===== config.mk =====
export PLATFORM = sky130hd
export DESIGN_NAME = frame_clock_calendar_timer
export DESIGN_NICKNAME = d
export VERILOG_FILES = /design/src/fccal_pkg.sv /design/src/frame_clock_calendar_timer.sv /design/src/fccal_in_reg.sv /design/src/fccal_core.sv
export SDC_FILE = /design/constraint.sdc
export NUM_CORES = 1
export LEC_CHECK = 0
export BUFFER_PORTS_ARGS = -buffer_cell sky130_fd_sc_hd__buf_2
export CORE_MARGIN = 4
export CORE_UTILIZATION = 40
export CTS_CLUSTER_DIAMETER = 30
export DETAILED_ROUTE_END_ITERATION = 8
export HOLD_SLACK_MARGIN = 0.1
export PLACE_DENSITY_LB_ADDON = 0.3
export SLEW_MARGIN = 20
export SYNTH_ARGS = -nofsm -noshare
export SYNTH_HDL_FRONTEND = slang
export SYNTH_HIERARCHICAL = 1
export SYNTH_SLANG_ARGS = --single-unit

===== constraint.sdc =====
create_clock -name clk -period 11.1 [get_ports clk]
set_input_delay 0.555 -clock clk [delete_from_list [all_inputs] [get_ports clk]]
set_output_delay 0.555 -clock clk [all_outputs]
set_load 0.05 [all_outputs]

===== src/fccal_pkg.sv =====
// Package for the frame clock calendar timer: item codes, widths, reset values.
// No dependencies; imported by all timer modules.
package fccal_pkg;

    localparam int KIND_W      = 3;
    localparam int PORT_W      = 8;
    localparam int WORD_W      = 32;
    localparam int SEC_W       = 17;
    localparam int FIS_W       = 6;
    localparam int CFG_INDEX_W = 2;

    localparam logic [KIND_W-1:0] KIND_TICK  = 3'd0;
    localparam logic [KIND_W-1:0] KIND_FRAME = 3'd1;
    localparam logic [KIND_W-1:0] KIND_READ  = 3'd2;
    localparam logic [KIND_W-1:0] KIND_WRITE = 3'd3;
    localparam logic [KIND_W-1:0] KIND_CLEAR = 3'd4;

    localparam logic [PORT_W-1:0] PORT_DATE   = 8'd0;
    localparam logic [PORT_W-1:0] PORT_TIME   = 8'd1;
    localparam logic [PORT_W-1:0] PORT_FRAMES = 8'd2;
    localparam logic [PORT_W-1:0] PORT_CYCLES = 8'd3;

    localparam logic [CFG_INDEX_W-1:0] CFG_START_DATE    = 2'd0;
    localparam logic [CFG_INDEX_W-1:0] CFG_START_SECONDS = 2'd1;

    localparam logic [WORD_W-1:0] START_DATE_RST    = 32'd131072000;
    localparam logic [SEC_W-1:0]  START_SECONDS_RST = 17'd0;

    localparam logic [FIS_W-1:0]  FRAMES_PER_SEC = 6'd60;
    localparam logic [SEC_W-1:0]  SECS_PER_DAY   = 17'd86400;
    localparam logic [15:0]       DAYS_LEAP      = 16'd366;
    localparam logic [15:0]       DAYS_COMMON    = 16'd365;

    typedef struct packed {
        logic [KIND_W-1:0] kind;
        logic [PORT_W-1:0] port;
    } item_t;

    // year % 4 == 0 and year % 100 != 0; /100 by reciprocal 5243 / 2^19
    function automatic logic is_leap(input logic [15:0] year);
        logic [28:0] prod;
        logic [9:0]  quo;
        logic [15:0] hund;
        prod = {13'd0, year} * 29'd5243;
        quo  = prod[28:19];
        hund = {quo, 6'd0} + {1'b0, quo, 5'd0} + {4'd0, quo, 2'd0};
        return (year[1:0] == 2'd0) && (hund != year);
    endfunction

endpackage


===== src/frame_clock_calendar_timer.sv =====
// Frame clock calendar timer: accepts one word per clock on the input stream and
// answers reads and writes via the input register and a registered output word.
// Each word is registered, then handled in one registered pass of the core
// (counters, calendar, read mux), so the rate is one word per clock as long as
// the output is drained; a stalled output holds only words that carry a result.
// Configuration writes (0 start date, 1 start seconds) load the date or time of
// day at once and are always taken. Depends on fccal_pkg, fccal_in_reg, fccal_core.
module frame_clock_calendar_timer
    import fccal_pkg::*;
(
    input  logic                   clk,
    input  logic                   rst_n,
    input  logic                   s_tvalid,
    output logic                   s_tready,
    input  logic [7:0]             s_tdata,   // port[7:0]
    input  logic [2:0]             s_tuser,   // kind[2:0]
    output logic                   m_tvalid,
    input  logic                   m_tready,
    output logic [31:0]            m_tdata,   // read_data[31:0]
    output logic                   m_tuser,   // ok
    input  logic                   cfg_valid,
    output logic                   cfg_ready,
    input  logic [CFG_INDEX_W-1:0] cfg_index,
    input  logic [31:0]            cfg_data
);

    logic  take;
    logic  item_valid;
    item_t item;

    assign cfg_ready = 1'b1;

    fccal_in_reg u_in_reg (
        .clk        (clk),
        .rst_n      (rst_n),
        .s_tvalid   (s_tvalid),
        .s_tready   (s_tready),
        .s_tdata    (s_tdata),
        .s_tuser    (s_tuser),
        .take       (take),
        .item_valid (item_valid),
        .item       (item)
    );

    fccal_core u_core (
        .clk        (clk),
        .rst_n      (rst_n),
        .item_valid (item_valid),
        .item       (item),
        .take       (take),
        .cfg_wr     (cfg_valid && cfg_ready),
        .cfg_index  (cfg_index),
        .cfg_data   (cfg_data),
        .m_tvalid   (m_tvalid),
        .m_tready   (m_tready),
        .m_tdata    (m_tdata),
        .m_tuser    (m_tuser)
    );

endmodule


===== src/fccal_in_reg.sv =====
// Input register stage for the timer: holds one word until the core takes it.
// Depends on fccal_pkg.
module fccal_in_reg
    import fccal_pkg::*;
(
    input  logic        clk,
    input  logic        rst_n,
    input  logic        s_tvalid,
    output logic        s_tready,
    input  logic [7:0]  s_tdata,   // port[7:0]
    input  logic [2:0]  s_tuser,   // kind[2:0]
    input  logic        take,
    output logic        item_valid,
    output item_t       item
);

    logic  valid_reg;
    item_t item_reg;

    assign s_tready   = !valid_reg || take;
    assign item_valid = valid_reg;
    assign item       = item_reg;

    always_ff @(posedge clk or negedge rst_n)
    begin
        if (!rst_n)
        begin
            valid_reg <= 1'b0;
        end
        else if (s_tready)
        begin
            valid_reg <= s_tvalid;
        end
    end

    always_ff @(posedge clk)
    begin
        if (s_tready && s_tvalid)
        begin
            item_reg.kind <= s_tuser;
            item_reg.port <= s_tdata;
        end
    end

endmodule


===== src/fccal_core.sv =====
// Timer core: counters, calendar, leap lookahead and the result register.
// Depends on fccal_pkg.
module fccal_core
    import fccal_pkg::*;
(
    input  logic                   clk,
    input  logic                   rst_n,
    input  logic                   item_valid,
    input  item_t                  item,
    output logic                   take,
    input  logic                   cfg_wr,
    input  logic [CFG_INDEX_W-1:0] cfg_index,
    input  logic [WORD_W-1:0]      cfg_data,
    output logic                   m_tvalid,
    input  logic                   m_tready,
    output logic [31:0]            m_tdata,  // read_data[31:0]
    output logic                   m_tuser   // ok
);

    logic [WORD_W-1:0] cycle_reg, cycle_next;
    logic [WORD_W-1:0] frame_reg, frame_next;
    logic [FIS_W-1:0]  fis_reg, fis_next;
    logic [SEC_W-1:0]  sec_reg, sec_next;
    logic [WORD_W-1:0] date_reg, date_next;
    logic              leap_cur_reg, leap_nxt_reg;
    logic              out_valid_reg, out_valid_next;
    logic [WORD_W-1:0] out_data_reg, out_data_next;
    logic              out_ok_reg, out_ok_next;

    logic              has_result;
    logic [FIS_W-1:0]  fis_inc;
    logic [SEC_W-1:0]  sec_adv;
    logic [WORD_W-1:0] date_inc;
    logic              leap;
    logic [15:0]       year_len;
    logic [15:0]       leap_year;

    assign has_result = (item.kind == KIND_READ) || (item.kind == KIND_WRITE);
    assign take       = item_valid && (!has_result || !out_valid_reg || m_tready);

    // a date load feeds the lookahead directly
    assign leap_year = (cfg_wr && (cfg_index == CFG_START_DATE)) ? cfg_data[31:16]
                                                                  : date_reg[31:16];

    assign m_tvalid = out_valid_reg;
    assign m_tdata  = out_data_reg;
    assign m_tuser  = out_ok_reg;

    always_comb
    begin
        cycle_next     = cycle_reg;
        frame_next     = frame_reg;
        fis_next       = fis_reg;
        sec_next       = sec_reg;
        date_next      = date_reg;
        out_valid_next = out_valid_reg && !m_tready;
        out_data_next  = out_data_reg;
        out_ok_next    = out_ok_reg;

        fis_inc  = fis_reg + 6'd1;
        sec_adv  = (fis_inc >= FRAMES_PER_SEC) ? sec_reg + 17'd1 : sec_reg;
        date_inc = date_reg + 32'd1;
        leap     = (date_reg[15:0] == 16'hFFFF) ? leap_nxt_reg : leap_cur_reg;
        year_len = leap ? DAYS_LEAP : DAYS_COMMON;

        if (take)
        begin
            case (item.kind)
                KIND_TICK:
                begin
                    cycle_next = cycle_reg + 32'd1;
                end
                KIND_FRAME:
                begin
                    cycle_next = '0;
                    frame_next = frame_reg + 32'd1;
                    fis_next   = (fis_inc >= FRAMES_PER_SEC) ? '0 : fis_inc;
                    sec_next   = sec_adv;
                    if (sec_adv >= SECS_PER_DAY)
                    begin
                        sec_next = '0;
                        if (date_inc[15:0] >= year_len)
                            date_next = {date_inc[31:16] + 16'd1, 16'd0};
                        else
                            date_next = date_inc;
                    end
                end
                KIND_READ:
                begin
                    out_valid_next = 1'b1;
                    out_ok_next    = 1'b1;
                    case (item.port)
                        PORT_DATE:   out_data_next = date_reg;
                        PORT_TIME:   out_data_next = {15'd0, sec_reg};
                        PORT_FRAMES: out_data_next = frame_reg;
                        PORT_CYCLES: out_data_next = cycle_reg;
                        default:
                        begin
                            out_data_next = '0;
                            out_ok_next   = 1'b0;
                        end
                    endcase
                end
                KIND_WRITE:
                begin
                    out_valid_next = 1'b1;
                    out_data_next  = '0;
                    out_ok_next    = 1'b0;
                end
                KIND_CLEAR:
                begin
                    cycle_next = '0;
                    frame_next = '0;
                    fis_next   = '0;
                end
                default:
                begin
                end
            endcase
        end

        if (cfg_wr)
        begin
            case (cfg_index)
                CFG_START_DATE:    date_next = cfg_data;
                CFG_START_SECONDS: sec_next  = cfg_data[SEC_W-1:0];
                default:
                begin
                end
            endcase
        end
    end

    always_ff @(posedge clk or negedge rst_n)
    begin
        if (!rst_n)
        begin
            cycle_reg     <= '0;
            frame_reg     <= '0;
            fis_reg       <= '0;
            sec_reg       <= START_SECONDS_RST;
            date_reg      <= START_DATE_RST;
            leap_cur_reg  <= is_leap(START_DATE_RST[31:16]);
            leap_nxt_reg  <= is_leap(START_DATE_RST[31:16] + 16'd1);
            out_valid_reg <= 1'b0;
        end
        else
        begin
            cycle_reg     <= cycle_next;
            frame_reg     <= frame_next;
            fis_reg       <= fis_next;
            sec_reg       <= sec_next;
            date_reg      <= date_next;
            // year length lookahead; the year never rolls over in consecutive cycles
            leap_cur_reg  <= is_leap(leap_year);
            leap_nxt_reg  <= is_leap(leap_year + 16'd1);
            out_valid_reg <= out_valid_next;
        end
    end

    always_ff @(posedge clk)
    begin
        out_data_reg <= out_data_next;
        out_ok_reg   <= out_ok_next;
    end

endmodule


==> qor.txt, run 1 <==
Fraction of met1 tracks used by global routing - 0.2654
Combined global-route utilization of all metal layers - 0.1953
Share of flip-flops with an asynchronous set or reset - 0.7365
Via count of the first global-routing pass - 15110
Estimated wirelength of the detail-placed design - 40690 um
Outcome - finished clean
Chip width - 227.1 um
Post-synth top area share - 0.1668
Main synth FF type - sky130_fd_sc_hd__dfrtp_1
Multi-input combinational cell area - 0.01355 mm^2
Clock Root Buffer - sky130_fd_sc_hd__clkbuf_16
Number of synthesized register bits - 167
Number of flops mapped to enable cells by yosys - 44
First drt pass iteration count - 5
Critical Path Source Type - input pin
Die Area - 0.05158 mm^2
Clock insertion delay at the later pin of the skew report - 0.44 ns
Count of vias placed by the detailed router - 14740
GPL Wtd Cong - 0.9134
Crit path setup slack, layout - 0.5873 ns
Remaining DRCs - 0
Final routed wire length divided by cell count - 17.90 um
Kind of path behind the tightest hold check - in2async
Max-cap viol count - 0
Cell area after synthesis - 0.01920 mm^2
Seq/Total Area, Yosys - 0.2295
Data arrival time of the critical path - 10.83 ns
Post-placement setup slack - -0.2634 ns
WP data required - 11.42 ns
Top cells by instance count after synthesis - sky130_fd_sc_hd__inv_1, sky130_fd_sc_hd__ha_1, sky130_fd_sc_hd__nor2_1, sky130_fd_sc_hd__fa_1, sky130_fd_sc_hd__nand2_1
CORE AREA - 0.04765 mm^2
Met2 Usage GRT - 0.3322
Clock transition at the register clock pins on the worst setup and hold paths after CTS - 0.08 ns
Most common cell in the netlist - sky130_fd_sc_hd__inv_1
Number of top-level pins - 86
Pin count of the biggest net entering global routing - 70
# H-tree levels - 4
Nature of the critical path endpoint - flop
Synthesized instance count - 2025
Slew Limit Fails - 0
Filler-free cell count of the finished design - 2749
Synth-to-Final Area Change - 10.71%
CTS Buf Count - 17
Global route hottest layer - met2
GR Util met3 - 0.02695
Cell type with the highest occurrence count on the critical path - sky130_fd_sc_hd__fa_1
Clock tree from TritonCTS - done
Max Root-Sink Buffers - 2
Wire length of the first global-routing pass - 80790 um
Setup violations, final - 0
Average via count per standard cell - 5.362
Share of the cycle needed by the critical path after routing - 0.9471
Setup repair after global routing missed its margin - false
Synthesis Warnings - 6
Total nets after synthesis - 2486
DRT iter0 DRCs - 896
Achievable Freq - 0.09512 GHz
Port buffer count - 84
Leading area contributor after synthesis - sky130_fd_sc_hd__ha_1
Die Y-Extent - 227.1 um
Yosys cell types - 86
Main area contributors after synthesis - sky130_fd_sc_hd__ha_1, sky130_fd_sc_hd__fa_1, sky130_fd_sc_hd__dfrtp_1
Final period demand of the worst path - 10.51 ns
Worst Tran Pin Value - 1.061 ns
Total number of clock tree sinks - 167
Type of the setup path with the least slack - in2reg
Setup fix buffers added after clock tree synthesis - 0
Maximum fanout along the worst path - 11
Antenna Nets Post-Route - 0
Grt total ovfl - 0
Filler Cells Inserted - 4569
Footprint of the flip-flops and latches - 0.004407 mm^2
Antenna violations before repair - 2
Maximum cell stage delay along the critical path - 0.53 ns
DRT Wirelength - 49210 um
Proportion of layout cells with a drive suffix above 1 - 0.1210
# placed instances - 2715
Slew Limit Headroom - 0.2904
Clock skew - 0.01774 ns
Row Count - 80
Hold Vio Cnt, Final - 0
Initial core utilization - 0.4031
Mean Syn Cell Area - 9.484 um^2
Crit-path slowest cell - sky130_fd_sc_hd__fa_1
Layout net count - 2580
-- worst max-delay path, delay by kind of cell --
kind | cells | cell delay [ns]
AOI/OAI and AO/OA | 12 | 3.15
xor gates and xnor gates | 3 | 0.56
adders and majority gates | 9 | 3.89
buffers and inverters | 10 | 1.56
and+or+nand+nor | 7 | 1.13
-- placed cells by master (no fill, tap or decap), drive strengths merged, types with 7 or more instances in the layout --
master and count:
a21boi 7, xor2 87, nand4 49, nor3 32, clkbuf 17, a21o 31
nand2 125, or4 10, edfxtp 44, buf 144, ha 256, o31ai 10
a31oi 18, nand3 61, nand2b 10, o21bai 7, a22oi 19, and2 18
fa 155, and4 8, o21ai 59, mux2i 14, or3 16, inv 282
and3 24, xnor2 83, nor4 15, mux2 17, clkinv 8, nor2b 27
mux4 17, dfrtp 117, a21oi 87, nor2 170
-- final cells by class --
| cell class | count | share of cell area |
|---|---|---|
| Tap cell | 615 | 0.03619 |
| Inverter | 276 | 0.04873 |
| Clock inverter | 15 | 0.008533 |
| Timing Repair Buffer | 144 | 0.04166 |
| Clock buffer | 17 | 0.02001 |
| Multi-Input combinational cell | 1513 | 0.6374 |
| Sequential cell | 167 | 0.2073 |
| Antenna cell | 2 | 0.0002354 |
-- metal layers --
layer,part of all wire,up-vias
li1,-,7108
met1,0.45,7248
met5,0.00024,-
met3,0.045,57
met4,0.019,2
met2,0.49,326
-- path summary, 6_finish.rpt --
path,start,slack (ns),depth (start not counted),end
max reg2reg,u_core/date_reg[16]$_DFF_PN0_,0.85,36,u_core/leap_nxt_reg$_DFF_PN0_
min reg2reg,u_core/fis_reg[5]$_DFFE_PN0P_,0.53,1,u_core/fis_reg[5]$_DFFE_PN0P_
min,rst_n,0.25,1,u_core/m_tvalid$_DFF_PN0_
min in group clk,s_tdata[1],0.29,1,u_in_reg/item[1]$_DFFE_PP_
max in group asynchronous,rst_n,9.55,2,u_core/sec_reg[12]$_DFF_PN0_
max,cfg_index[0],0.59,41,u_core/leap_nxt_reg$_DFF_PN0_
-- cell families after synthesis --
family	synth area share
AOI/OAI and AO/OA	0.09818
xor gates and xnor gates	0.07870
adders and majority gates	0.3284
buffers and inverters	0.06958
DFF	0.2295
muxes	0.03850
other	0.0001953
and+or+nand+nor	0.1570
-- repair_timing --
item / CTS / global route
resized for setup: 0 / 10
hold buffers: 0 / 0
endpoints found under the setup margin: 0 / 1
-- metrics by stage --
step                utilization  instance area, um^2  hold slack, ns  TNS (ns)
CTS                      0.4446                21180          0.2743         0
finish                   0.4462                21260          0.2465         0
detailed placement       0.4319                20580          0.5113   -0.2634
global placement         0.4318                20570          0.4866         0
global route             0.4461                21260          0.2791         0
floorplan                     -                19200          0.2594         0
Power of run 1 is left out: the tool's default activity adds up to more than one toggle a clock period on the data nets, which glitch-free logic cannot reach.
==> inputs of run 2 (changes only) <==
==> constraint.sdc (replaced) <==
create_clock -name clk -period 12.6 [get_ports clk]
set_input_delay 0.63 -clock clk [delete_from_list [all_inputs] [get_ports clk]]
set_output_delay 0.63 -clock clk [all_outputs]
set_load 0.05 [all_outputs]
==> run 2 against run 1 <==
Against the previous run:
- final cell count down 1.2%
- via count decreased by 0.26%
- wire length shrank 1.8%
- non-clock buffer count decreased by 33
- setup slack better by 0.21 ns
- count of clock-buffer cells in the layout up 1
- clock skew fell by 0.0046 ns
- sequential cell count unchanged
- first-iteration DRC count is 13% higher
- critical endpoint unchanged
==> qor.txt, run 2 (synthesis results as in run 1) <==
Fraction of met1 tracks used by global routing - 0.2628 (was 0.2654)
Layout net count - 2547 (was 2580)
Type of the setup path with the least slack - in2reg (unchanged)
Met2 Usage GRT - 0.3316 (was 0.3322)
# H-tree levels - 4 (unchanged)
Max-cap viol count - 0 (unchanged)
CTS Buf Count - 17 (unchanged)
First drt pass iteration count - 5 (unchanged)
Cell type with the highest occurrence count on the critical path - sky130_fd_sc_hd__inv_1 (was sky130_fd_sc_hd__fa_1)
Antenna Nets Post-Route - 0 (unchanged)
Cell area reported after detailed placement - 0.02031 mm^2 (was 0.02058 mm^2)
Count of vias placed by the detailed router - 14700 (was 14740)
Nature of the critical path endpoint - flop (unchanged)
Wire length of the first global-routing pass - 79920 um (was 80790 um)
Setup violations, final - 0 (unchanged)
Share of the cycle needed by the critical path after routing - 0.9365
Achievable Freq - 0.08475 GHz
Total negative slack - 0 ns (unchanged)
WP data required - 12.91 ns (was 11.42 ns)
Port buffer count - 84 (unchanged)
Grt total ovfl - 0 (unchanged)
Synth-to-Final Area Change - 8.834% (was 10.71%)
Outcome - finished clean (unchanged)
Row Count - 80 (unchanged)
Slew Limit Fails - 0 (unchanged)
Total number of clock tree sinks - 167 (unchanged)
Critical Path Source Type - input pin (unchanged)
Max Root-Sink Buffers - 2 (unchanged)
Data arrival time of the critical path - 12.11 ns (was 10.83 ns)
Pin count of the biggest net entering global routing - 70 (unchanged)
Average via count per standard cell - 5.415 (was 5.362)
Launch point of the critical path - cfg_index[0] (unchanged)
Hold Vio Cnt, Final - 0 (unchanged)
Setup fix buffers added after clock tree synthesis - 0 (unchanged)
PostCTS Resize Cnt - 0 (unchanged)
Final routed wire length divided by cell count - 17.79 um (was 17.90 um)
GR Util met3 - 0.01831 (was 0.02695)
Crit-path slowest cell - sky130_fd_sc_hd__or3b_2 (was sky130_fd_sc_hd__fa_1)
Die Area - 0.05158 mm^2 (unchanged)
Worst Tran Pin Value - 1.014 ns (was 1.061 ns)
CORE AREA - 0.04765 mm^2 (unchanged)
Final period demand of the worst path - 11.80 ns
Clock transition at the register clock pins on the worst setup and hold paths after CTS - 0.08 ns (about the same)
Crit Reg-Reg Startpoint - u_core/date_reg[19]$_DFF_PN0_ (was u_core/date_reg[16]$_DFF_PN0_)
Clock skew - 0.01315 ns (was 0.01774 ns)
Setup repair after global routing missed its margin - false (unchanged)
Clock tree from TritonCTS - done (unchanged)
Kind of path behind the tightest hold check - in2async (unchanged)
Proportion of layout cells with a drive suffix above 1 - 0.1048 (was 0.1210)
Antenna violations before repair - 3 (was 2)
Number of top-level pins - 86 (unchanged)
Remaining DRCs - 0 (unchanged)
Estimated wirelength of the detail-placed design - 39850 um (was 40690 um)
Maximum cell stage delay along the critical path - 0.74 ns (was 0.53 ns)
Post-route cell area - 0.02090 mm^2 (was 0.02126 mm^2)
Die Y-Extent - 227.1 um (unchanged)
Clock Root Buffer - sky130_fd_sc_hd__clkbuf_16 (unchanged)
Most common cell after layout, fill and taps aside - sky130_fd_sc_hd__inv_1 (unchanged)
Combined global-route utilization of all metal layers - 0.1914 (was 0.1953)
Via count of the first global-routing pass - 15110 (about the same)
Chip width - 227.1 um (unchanged)
Most used cells in the layout excluding fill and tap cells - sky130_fd_sc_hd__inv_1, sky130_fd_sc_hd__ha_1, sky130_fd_sc_hd__nor2_1 (unchanged)
Slew Limit Headroom - 0.3216 (was 0.2904)
Maximum fanout along the worst path - 27 (was 11)
DRT Wirelength - 48310 um (was 49210 um)
Initial core utilization - 0.4031 (unchanged)
Clock insertion delay at the later pin of the skew report - 0.43 ns (was 0.44 ns)
Number of buffers added to fix hold violations after cts - 0 (unchanged)
GPL Wtd Cong - 0.9073 (was 0.9134)
Global route hottest layer - met2 (unchanged)
DRT iter0 DRCs - 1011 (was 896)
==> run 2: final cells by class <==
class                      instances  area, um^2
fill                            4648       26740
multi-input combinational       1513       13470
sequential                       167        4407
inverter                         276        1036
tap                              615       769.5
timing repair buffer             111       625.6
clock buffer                      18       429.2
clock inverter                    14       157.7
antenna                            1       2.502
==> run 2: worst max-delay path, delay by kind of cell <==
kind,cells,cell delay [ns]
compound gates,13,3.52
xor+xnor,4,1.03
fa+ha+maj,9,3.62
buf+inv,8,0.97
simple gates,9,2.31
==> run 2: metal layers <==
metal  part of all wire  routed length, um  vias to the layer above
li1                   -                  -                     7030
met1               0.45              21870                     7262
met2               0.49              23780                      351
met3              0.040               1924                       57
met4              0.015                719                        2
met5            0.00027                 13                        -
==> run 2: final timing paths <==
path / to / slack, ns / cells past startpoint
max in group asynchronous: u_core/frame_reg[2]$_DFFE_PN0P_ / 10.97 / 2
setup reg to reg: u_core/leap_nxt_reg$_DFF_PN0_ / 1.53 / 39
hold / removal: u_in_reg/item_valid$_DFFE_PN0P_ / 0.33 / 1
min in group clk: u_in_reg/item[3]$_DFFE_PP_ / 0.37 / 1
hold reg to reg: u_core/fis_reg[5]$_DFFE_PN0P_ / 0.52 / 1
setup / recovery: u_core/leap_nxt_reg$_DFF_PN0_ / 0.80 / 43
==> run 2: through the flow <==
step	hold WS, ns	util	cells	worst slack, ns
CTS	0.3555	0.4386	2714	0.8075
floorplan	0.3344	-	2025	1.626
finish	0.3348	0.4387	2715	0.8001
global route	0.3539	0.4386	2714	0.01605
global placement	0.4835	0.4263	2682	0.7069
detailed placement	0.5027	0.4263	2682	0.3686
Power of run 2 is left out for the same reason.
==> inputs of run 3 (changes only) <==
--- a/config.mk
+++ b/config.mk
@@ -5,6 +5,7 @@
 export SDC_FILE = /design/constraint.sdc
 export NUM_CORES = 1
 export LEC_CHECK = 0
+export ABC_AREA = 1
 export BUFFER_PORTS_ARGS = -buffer_cell sky130_fd_sc_hd__buf_2
 export CORE_MARGIN = 4
 export CORE_UTILIZATION = 40
==> run 3 against run 2 <==
Against the previous run:
- sequential cell count unchanged
- final cell count increased by 29%
- utilization is 0.31 points higher
- synthesized cell count up 34%
- setup slack improved by 1.7 ns
==> qor.txt, run 3 <==
Type of the setup path with the least slack - in2reg (unchanged)
Number of synthesized register bits - 167 (unchanged)
Layout net count - 3260 (was 2547)
Main synth FF type - sky130_fd_sc_hd__dfrtp_1 (unchanged)
Max-cap viol count - 0 (unchanged)
Hold Vio Cnt, Final - 0 (unchanged)
Grt total ovfl - 0 (unchanged)
Main area contributors after synthesis - sky130_fd_sc_hd__ha_1, sky130_fd_sc_hd__fa_1, sky130_fd_sc_hd__dfrtp_1 (unchanged)
Combined global-route utilization of all metal layers - 0.2159 (was 0.1914)
Setup fix buffers added after clock tree synthesis - 0 (unchanged)
Row Count - 83 (was 80)
GPL Wtd Cong - 0.9845 (was 0.9073)
Most common cell in the netlist - sky130_fd_sc_hd__inv_1 (unchanged)
Initial core utilization - 0.4067 (was 0.4031)
Synthesis Warnings - 6 (unchanged)
Die Y-Extent - 237.3 um (was 227.1 um)
Most used cells in the layout excluding fill and tap cells - sky130_fd_sc_hd__inv_1, sky130_fd_sc_hd__nand2_1, sky130_fd_sc_hd__ha_1 (was sky130_fd_sc_hd__inv_1, sky130_fd_sc_hd__ha_1, sky130_fd_sc_hd__nor2_1)
Achievable Freq - 0.09911 GHz (was 0.08475 GHz)
Count of vias placed by the detailed router - 18560 (was 14700)
Pin count of the biggest net entering global routing - 73 (was 70)
CTS Buf Count - 17 (unchanged)
Setup violations, final - 0 (unchanged)
Final routed wire length divided by cell count - 17.52 um (was 17.79 um)
Cell area after synthesis - 0.02104 mm^2 (was 0.01920 mm^2)
Worst Tran Pin Value - 1.060 ns (was 1.014 ns)
Post-synth top area share - 0.1523 (was 0.1668)
Share of flip-flops with an asynchronous set or reset - 0.7365 (unchanged)
Clock insertion delay at the later pin of the skew report - 0.44 ns (was 0.43 ns)
Outcome - finished clean (unchanged)
First drt pass iteration count - 6 (was 5)
Clock tree from TritonCTS - done (unchanged)
Kind of path behind the tightest hold check - in2async (unchanged)
Average via count per standard cell - 5.312 (was 5.415)
Clock Root Buffer - sky130_fd_sc_hd__clkbuf_16 (unchanged)
Port buffer count - 84 (unchanged)
Top cells by instance count after synthesis - sky130_fd_sc_hd__inv_1, sky130_fd_sc_hd__nand2_1, sky130_fd_sc_hd__ha_1, sky130_fd_sc_hd__nor2_1, sky130_fd_sc_hd__fa_1 (was sky130_fd_sc_hd__inv_1, sky130_fd_sc_hd__ha_1, sky130_fd_sc_hd__nor2_1, sky130_fd_sc_hd__fa_1, sky130_fd_sc_hd__nand2_1)
Maximum fanout along the worst path - 26 (was 27)
Number of buffers added to fix hold violations after cts - 0 (unchanged)
Via count of the first global-routing pass - 18690 (was 15110)
Synth-to-Final Area Change - 8.607% (was 8.834%)
Number of top-level pins - 86 (unchanged)
Wire length of the first global-routing pass - 98810 um (was 79920 um)
Leading area contributor after synthesis - sky130_fd_sc_hd__ha_1 (unchanged)
Chip width - 237.3 um (was 227.1 um)
Clock transition at the register clock pins on the worst setup and hold paths after CTS - 0.08 ns (about the same)
Bufs and invs on worst path - 8 (unchanged)
Critical Path Source Type - input pin (unchanged)
Total nets after synthesis - 3184 (was 2486)
Clock skew - 0.02146 ns (was 0.01315 ns)
Setup repair after global routing missed its margin - false (unchanged)
WP data required - 12.91 ns (about the same)
Slew Limit Headroom - 0.2911 (was 0.3216)
Total negative slack - 0 ns (unchanged)
Synthesized instance count - 2723 (was 2025)
Crit-path slowest cell - sky130_fd_sc_hd__xor2_1 (was sky130_fd_sc_hd__or3b_2)
# H-tree levels - 4 (unchanged)
CORE AREA - 0.05172 mm^2 (was 0.04765 mm^2)
Data arrival time of the critical path - 10.40 ns (was 12.11 ns)
Cell type with the highest occurrence count on the critical path - sky130_fd_sc_hd__nand2_1 (was sky130_fd_sc_hd__inv_1)
DRT Wirelength - 61220 um (was 48310 um)
Slew Limit Fails - 0 (unchanged)
Cell class contributing the biggest share of worst-path delay - adder cells (unchanged)
PostCTS Resize Cnt - 0 (unchanged)
Antenna violations before repair - 4 (was 3)
Estimated wirelength of the detail-placed design - 51390 um (was 39850 um)
Antenna Nets Post-Route - 0 (unchanged)
DRT iter0 DRCs - 1395 (was 1011)
Total number of clock tree sinks - 167 (unchanged)
Yosys cell types - 65 (was 86)
Remaining DRCs - 0 (unchanged)
Seq/Total Area, Yosys - 0.2095 (was 0.2295)
Maximum cell stage delay along the critical path - 0.79 ns (was 0.74 ns)
Mean Syn Cell Area - 7.725 um^2 (was 9.484 um^2)
Most common cell after layout, fill and taps aside - sky130_fd_sc_hd__inv_1 (unchanged)
Max Root-Sink Buffers - 2 (unchanged)
Proportion of layout cells with a drive suffix above 1 - 0.08321 (was 0.1048)
Nature of the critical path endpoint - flop (unchanged)
Die Area - 0.05632 mm^2 (was 0.05158 mm^2)
Number of flops mapped to enable cells by yosys - 44 (unchanged)
Final period demand of the worst path - 10.09 ns (was 11.80 ns)
Share of the cycle needed by the critical path after routing - 0.8007 (was 0.9365)
## run 3: cell count changes after synthesis, moves of 23 or more
cell / previous run / this run
sky130_fd_sc_hd__nor3_1: 30 / 72
sky130_fd_sc_hd__xnor2_1: 80 / 25
sky130_fd_sc_hd__nand3_1: 59 / 132
sky130_fd_sc_hd__o21ai_0: 56 / 112
sky130_fd_sc_hd__a21oi_1: 84 / 145
sky130_fd_sc_hd__nor2b_1: 27 / 0
sky130_fd_sc_hd__nand2_1: 125 / 484
sky130_fd_sc_hd__inv_1: 274 / 547
sky130_fd_sc_hd__nor2_1: 168 / 207
sky130_fd_sc_hd__a21o_1: 31 / 8
sky130_fd_sc_hd__o22ai_1: 2 / 33
sky130_fd_sc_hd__and3_1: 24 / 0
## run 3: per-stage QoR
step | instance area [um^2] | util | std cells | hold slack [ns] | worst slack [ns]
after floorplan | 21040 | - | 2723 | 0.3344 | 3.758
after global placement | 22200 | 0.4292 | 3459 | 0.4922 | 2.297
after detailed placement | 22210 | 0.4295 | 3459 | 0.5049 | 2.028
after CTS | 22810 | 0.4410 | 3491 | 0.3556 | 2.488
after global routing | 22840 | 0.4416 | 3492 | 0.1577 | 1.544
final | 22850 | 0.4417 | 3494 | 0.1407 | 2.511
## run 3: worst paths after layout
| kind | from | to | slack (ns) | cells after the start |
|---|---|---|---|---|
| min in group clk | s_tuser[2] | u_in_reg/item[10]$_DFFE_PP_ | 0.37 | 1 |
| worst min-delay path | rst_n | u_in_reg/item_valid$_DFFE_PN0P_ | 0.14 | 1 |
| max in group asynchronous | rst_n | u_core/frame_reg[25]$_DFFE_PN0P_ | 11.35 | 2 |
| worst min register to register | u_core/frame_reg[3]$_DFFE_PN0P_ | u_core/frame_reg[3]$_DFFE_PN0P_ | 0.52 | 1 |
| worst max register to register | u_core/date_reg[20]$_DFF_PN1_ | u_core/leap_nxt_reg$_DFF_PN0_ | 2.83 | 42 |
| worst max-delay path | cfg_index[1] | u_core/leap_nxt_reg$_DFF_PN0_ | 2.51 | 46 |
## run 3: area by class of cell
class,count,area [um^2]
diodes,2,5.005
clock buffers,17,425.4
clock inverters,15,172.7
fillers,5276,28870
inverters,562,2117
multi-input cells,1954,14330
flip-flops and latches,167,4407
well taps,680,850.8
repair buffers,97,540.5
## run 3: kinds of logic after synthesis
logic type               synth area share
multiplexers                    0.0004759
flip-flops                         0.2095
XOR/XNOR                          0.04402
AND/OR/NAND/NOR                    0.2253
AO/OA/AOI/OAI                      0.1096
other                           0.0001783
buffers and inverters              0.1112
adder cells (fa/ha/maj)            0.2998
## run 3: worst register-to-register path: cells and delay by family (launching register included)
| kind | cells | cell delay (ns) |
|---|---|---|
| AND/OR/NAND/NOR | 18 | 2.30 |
| flip-flops | 1 | 0.57 |
| XOR/XNOR | 3 | 1.41 |
| AO/OA/AOI/OAI | 6 | 0.99 |
| adder cells (fa/ha/maj) | 9 | 3.57 |
| buffers and inverters | 6 | 0.81 |
## run 3: routing by layer
metal	wire (um)	vias to the layer above	global-route usage
li1	-	8992	-
met3	3297	103	0.02645
met5	34	-	0
met4	1729	4	0.06564
met2	29010	561	0.3668
met1	27140	8901	0.2894
Power of run 3 is left out for the same reason.
